### src/sv/cfq_pkg.sv
// ----------------------------------------------------------------------------
// cfq_pkg
// Shared types and constants for the coefficient forward quantizer.
// ----------------------------------------------------------------------------
package cfq_pkg;

    localparam int COEFF_W  = 16;
    localparam int SCALE_W  = 15;
    localparam int SHIFT_W  = 5;
    localparam int OFFSET_W = 15;
    localparam int CFG_W    = 15;
    localparam int CFG_IDX_W = 2;

    typedef logic [CFG_IDX_W-1:0] t_cfg_idx;

    localparam t_cfg_idx CFG_SCALE        = 2'd0;
    localparam t_cfg_idx CFG_SHIFT        = 2'd1;
    localparam t_cfg_idx CFG_ROUND_OFFSET = 2'd2;

    localparam logic [SHIFT_W-1:0] SHIFT_MIN   = 5'd16;
    localparam logic [SHIFT_W-1:0] SHIFT_MAX   = 5'd27;
    localparam logic [SHIFT_W-1:0] SHIFT_RESET = 5'd20;

    localparam logic signed [COEFF_W-1:0] LEVEL_MIN = 16'sh8000;
    localparam logic signed [COEFF_W-1:0] LEVEL_MAX = 16'sh7fff;

endpackage

### src/sv/coefficient_forward_quantizer.sv
// ----------------------------------------------------------------------------
// coefficient_forward_quantizer
// Quantizes signed coefficients by scale, rounding offset and shift, and
// tracks the coded-block flag across each block.
// ----------------------------------------------------------------------------
// an accepted item is held in the input register, then in the result register
// throughput: one item per cycle unless i_stall holds the output; multiply,
//   offset add and shift sit between the input and result registers; the
//   input stalls only while both registers hold an item and i_stall is high
// reset (synchronous, active low): empties both registers, clears the
//   nonzero-seen flag, sets scale = 0, shift = 20, round_offset = 0
module coefficient_forward_quantizer (
    input  logic                          i_clk,
    input  logic                          i_rst_n,
    input  logic                          i_valid,
    output logic                          o_stall,
    input  logic signed [15:0]            i_coeff,
    input  logic                          i_last,
    output logic                          o_valid,
    input  logic                          i_stall,
    output logic signed [15:0]            o_level,
    output logic                          o_coded_flag,
    output logic                          o_last_out,
    input  logic                          i_cfg_we,
    input  cfq_pkg::t_cfg_idx             i_cfg_idx,
    input  logic [cfq_pkg::CFG_W-1:0]     i_cfg_data
);
    import cfq_pkg::*;

    // configuration
    logic [SCALE_W-1:0]  r_scale;
    logic [SHIFT_W-1:0]  r_shift;
    logic [OFFSET_W-1:0] r_round_offset;

    // input stage
    logic                      r_in_vld;
    logic signed [COEFF_W-1:0] r_coeff;
    logic                      r_last;

    // result stage
    logic                      r_out_vld;
    logic signed [COEFF_W-1:0] r_level;
    logic                      r_coded;
    logic                      r_last_out;

    logic r_nonzero_seen;

    logic                      out_free;
    logic                      in_take;
    logic [SHIFT_W-1:0]        sh;
    logic [3:0]                off_sh;
    logic                      neg;
    logic [COEFF_W:0]          mag;
    logic [31:0]               prod;
    logic [25:0]               off;
    logic [31:0]               sum;
    logic [31:0]               q_full;
    logic [COEFF_W-1:0]        q;
    logic signed [COEFF_W-1:0] n_level;
    logic                      n_coded;

    assign out_free = !r_out_vld || !i_stall;
    assign o_stall  = r_in_vld && !out_free;
    assign in_take  = i_valid && !o_stall;

    always_comb begin
        if (r_shift < SHIFT_MIN) begin
            sh = SHIFT_MIN;
        end else if (r_shift > SHIFT_MAX) begin
            sh = SHIFT_MAX;
        end else begin
            sh = r_shift;
        end
        off_sh = 4'(sh - SHIFT_MIN);
        neg    = r_coeff[COEFF_W-1];
        // most negative coefficient gives 32768, hence the extra bit
        mag    = neg ? 17'(17'h10000 - {1'b0, r_coeff}) : {1'b0, r_coeff};
        prod   = 32'(mag) * 32'(r_scale);
        off    = 26'(r_round_offset) << off_sh;
        sum    = prod + 32'(off);
        q_full = sum >> sh;
        q      = q_full[COEFF_W-1:0];
        if (neg) begin
            if (q_full > 32'd32768) begin
                n_level = LEVEL_MIN;
            end else begin
                n_level = 16'(-$signed({1'b0, q}));
            end
        end else begin
            if (q_full > 32'd32767) begin
                n_level = LEVEL_MAX;
            end else begin
                n_level = $signed(q);
            end
        end
        n_coded = r_nonzero_seen || (n_level != '0);
    end

    always_ff @(posedge i_clk) begin
        if (!i_rst_n) begin
            r_scale        <= '0;
            r_shift        <= SHIFT_RESET;
            r_round_offset <= '0;
            r_in_vld       <= 1'b0;
            r_out_vld      <= 1'b0;
            r_nonzero_seen <= 1'b0;
        end else begin
            if (i_cfg_we) begin
                case (i_cfg_idx)
                    CFG_SCALE:        r_scale        <= i_cfg_data[SCALE_W-1:0];
                    CFG_SHIFT:        r_shift        <= i_cfg_data[SHIFT_W-1:0];
                    CFG_ROUND_OFFSET: r_round_offset <= i_cfg_data[OFFSET_W-1:0];
                    default: ;
                endcase
            end
            // the input register fills even while a stalled result waits
            if (in_take) begin
                r_in_vld <= 1'b1;
            end else if (out_free) begin
                r_in_vld <= 1'b0;
            end
            if (out_free) begin
                r_out_vld <= r_in_vld;
                if (r_in_vld) begin
                    // flag clears once the last item of a block leaves
                    r_nonzero_seen <= r_last ? 1'b0 : n_coded;
                end
            end
        end
    end

    always_ff @(posedge i_clk) begin
        if (in_take) begin
            r_coeff <= i_coeff;
            r_last  <= i_last;
        end
        if (out_free && r_in_vld) begin
            r_level    <= n_level;
            r_coded    <= n_coded;
            r_last_out <= r_last;
        end
    end

    assign o_valid      = r_out_vld;
    assign o_level      = r_level;
    assign o_coded_flag = r_coded;
    assign o_last_out   = r_last_out;

endmodule

### config.mk
export PLATFORM = sky130hd
export DESIGN_NAME = coefficient_forward_quantizer
export DESIGN_NICKNAME = d
export VERILOG_FILES = /design/src/sv/cfq_pkg.sv /design/src/sv/coefficient_forward_quantizer.sv
export SDC_FILE = /design/constraint.sdc
export NUM_CORES = 1
export LEC_CHECK = 0
export BUFFER_PORTS_ARGS = -buffer_cell sky130_fd_sc_hd__buf_2
export CAP_MARGIN = 30
export CORE_ASPECT_RATIO = 1.1
export CORE_MARGIN = 2
export CORE_UTILIZATION = 55
export DETAILED_ROUTE_END_ITERATION = 16
export HOLD_SLACK_MARGIN = 0.08
export PLACE_DENSITY = 0.77
export SLEW_MARGIN = 20
export SYNTH_ARGS = -nofsm -noshare
export SYNTH_HDL_FRONTEND = slang
export SYNTH_SLANG_ARGS = --single-unit
### constraint.sdc
create_clock -name i_clk -period 11.7 [get_ports i_clk]
set_clock_uncertainty 0.2 [all_clocks]
set_input_delay 2.34 -clock i_clk [delete_from_list [all_inputs] [get_ports i_clk]]
set_output_delay 2.34 -clock i_clk [all_outputs]
set_load 0.005 [all_outputs]
==> results.cfg <==
[critical_path]
worstPathRequired_ns = 11.56
r2r_start = r_coeff[4]
worst-path-buf-inv = 6
reg2reg_setup_slack_ns = 0.76
crit_top_cell = fa_1
slowest_delay_ns = 0.59
cp_max_fo = 10
reg2reg_depth = 36
cpMaxStageDelayCell = or4_1
cp-end-kind = flip-flop
worstSetupPathType = reg -> reg
startpoint_type = flip-flop
crit_family = adder cells
arrival_ns = 10.80
crit_cells = 36
reg2reg_to = o_coded_flag

[place]
portBuffers = 58
hpwl_mm = 32.3
place_inst = 2076
dpl-instance-area_um2 = 15300
place_congestion = 1.01

[sta]
hold_violations = 0
tns_ns = 0
worst_pin_slew_ns = 0.905
max_freq_ghz = 0.0914
rsz0062_at_grt = no
slew_headroom = 0.394
setup_viol = 0
finalCritPeriodShare = 0.935
slew_viol_final = 0
min_period_ns = 10.94

[clock_tree]
post-cts-setup-buffers = 0
cts_tree = built
cts_buffer_depth = 2
cts_max_level = 3
cts_hold_buf = 0
cts_buffers = 9
clock_latency_ns = 0.33
clockRootBuffer = clkbuf_16
cts_sinks = 73
clk_pin_slew_ns = 0.06

[cells_and_area]
fin_area_um2 = 15600
finish.utilization = 0.597
stdcell_count = 2093
multiInputGateArea_um2 = 11600
fill_cells = 2321
n_antenna_cell = 0
seq_area_um2 = 1810
drive_above_1_share = 0.0804
finalNetCount = 2096
syn_to_final_growth_pct = 6.72

[synthesis]
synth_ff_type = dfxtp_1
ys_top_cells_by_area = fa_1, ha_1, edfxtp_1
synthArstFlopShare = 0
ys_ff_latch = 73
yosysMostFrequentCell = inv_1
syn_inst = 1709
synthTopCellsByCount = inv_1, nand2_1, fa_1, and2_1, ha_1
yosys_warnings = 0
syn_avg_cell_area_um2 = 8.56
synth-seq-area-share = 0.124
syn-cell-area_um2 = 14600
synth_cell_types = 93
yosys.area.top_type = fa_1
synth-edff-count = 35
synth.top_cell.area_share = 0.298

[detailed_routing]
routedWlPerCell_um = 18.4
first_pass_iters = 7
vias_per_cell = 5.94
drt_iter0_drc = 915
dr_wl_met2_mm = 18.8
finalWirelength_mm = 38.6
wl_met3_mm = 2.35
route.vias.total = 12400
met1_length_mm = 16.2
ant_nets = 0
route.detailed.drc = 0
routed.top_layer = met4

[worst_hold_path]
hold_start = r_last
min_to = o_last_out
worstHoldPathType = reg -> reg
whs_path_depth = 0

[run]
maxCapViolCount = 0

[status]
status = completed

[floorplanning]
core_um2 = 26100
num_io_pins = 59
num_rows = 62
dieWidth_um = 160
die_y_um = 175
start_util = 0.560
dieArea_um2 = 27900

[global_route]
first_global_vias = 12700
grt_max_degree = 40
grtUsageTotal = 0.282
antenna_found_initial = 0
grt_pass1_wl_mm = 63.4
grt_overflow = 0

[pwr]
p_leak_nw = 6.84
powerDensity_nw_per_um2 = 91.7
ir_worst_vdd_mv = 0.109
-- state kept, by name, summed over array words and instances (netlist names), 5 cells and up --
signal / cells
r_shift: 5
r_round_offset: 15
r_coeff: 16
r_scale: 15
o_level: 16
-- worst register-to-register path: cells and delay by family, from the launching register on --
family,cells,cell delay [ns]
adder cells (fa/ha/maj),8,3.70
AND/OR/NAND/NOR,11,2.82
AO/OA/AOI/OAI,8,1.91
buffers and inverters,6,0.70
multiplexers,1,0.49
flip-flops,1,0.43
XOR/XNOR,2,0.42
-- cell type report --
class                      count  share of cell area
tap                          352              0.0282
sequential                    73               0.116
clock buffer                   9              0.0144
inverter                     261              0.0628
clock inverter                 7             0.00441
multi-input combinational   1305               0.742
timing repair buffer          86              0.0325
-- how the worst max path moves through the flow --
stage	start	end	slack, ns
floorplan	r_coeff[4]	o_coded_flag	1.61
finish	r_coeff[4]	o_coded_flag	0.76
global route	r_coeff[4]	o_coded_flag	0.01
global placement	r_coeff[4]	o_coded_flag	1.02
detailed placement	r_coeff[4]	o_coded_flag	0.80
CTS	r_coeff[4]	o_coded_flag	0.76
-- repair_timing --
| action | 4_1_cts | 5_1_grt |
|---|---|---|
| setup endpoints to repair | 0 | 2 |
| gates resized for setup | 0 | 2 |
| hold endpoints to repair | 0 | 0 |
-- report_power, final --
part | switching [W] | leakage (nW) | internal (W)
registers | 0.0000189 | 0.642 | 0.000290
logic | 0.000555 | 6.06 | 0.000302
clock network | 0.000101 | 0.142 | 0.000164
total | 0.000675 | 6.84 | 0.000757
-- cell families after synthesis --
| family | count (synthesis) | synth area share |
|---|---|---|
| XOR/XNOR | 26 | 0.0156 |
| other | 2 | 0.000513 |
| adder cells (fa/ha/maj) | 321 | 0.386 |
| multiplexers | 38 | 0.0271 |
| buffers and inverters | 344 | 0.0894 |
| flip-flops | 73 | 0.124 |
| AND/OR/NAND/NOR | 619 | 0.215 |
| AO/OA/AOI/OAI | 286 | 0.142 |
-- through the flow --
step           hold WS (ns)  setup slack [ns]  total power, W
2_1_floorplan         0.217              1.61        0.000927
3_3_place_gp          0.231              1.02         0.00114
3_5_place_dp          0.238             0.803         0.00115
4_1_cts               0.252             0.763         0.00142
5_1_grt               0.264            0.0109         0.00154
6_report              0.249             0.759         0.00143
-- per-layer routing --
layer  global-route usage  up-vias
met1                0.374     6173
met4                0.105        0
li1                     -     5664
met5                    0        -
met3               0.0332      106
met2                0.478      491
-- cell usage in the layout (no fill, tap or decap), drive strengths merged, types with 28 or more instances in the layout --
master	Yosys	final
a21boi	33	33
a21oi	64	64
and2	156	156
buf	10	86
dfxtp	38	38
edfxtp	35	35
fa	218	218
ha	103	103
inv	261	262
mux2i	34	34
nand2	249	249
nand3	28	28
nor2	53	53
o21ai	43	43
Power figures use the tool's default switching activity.
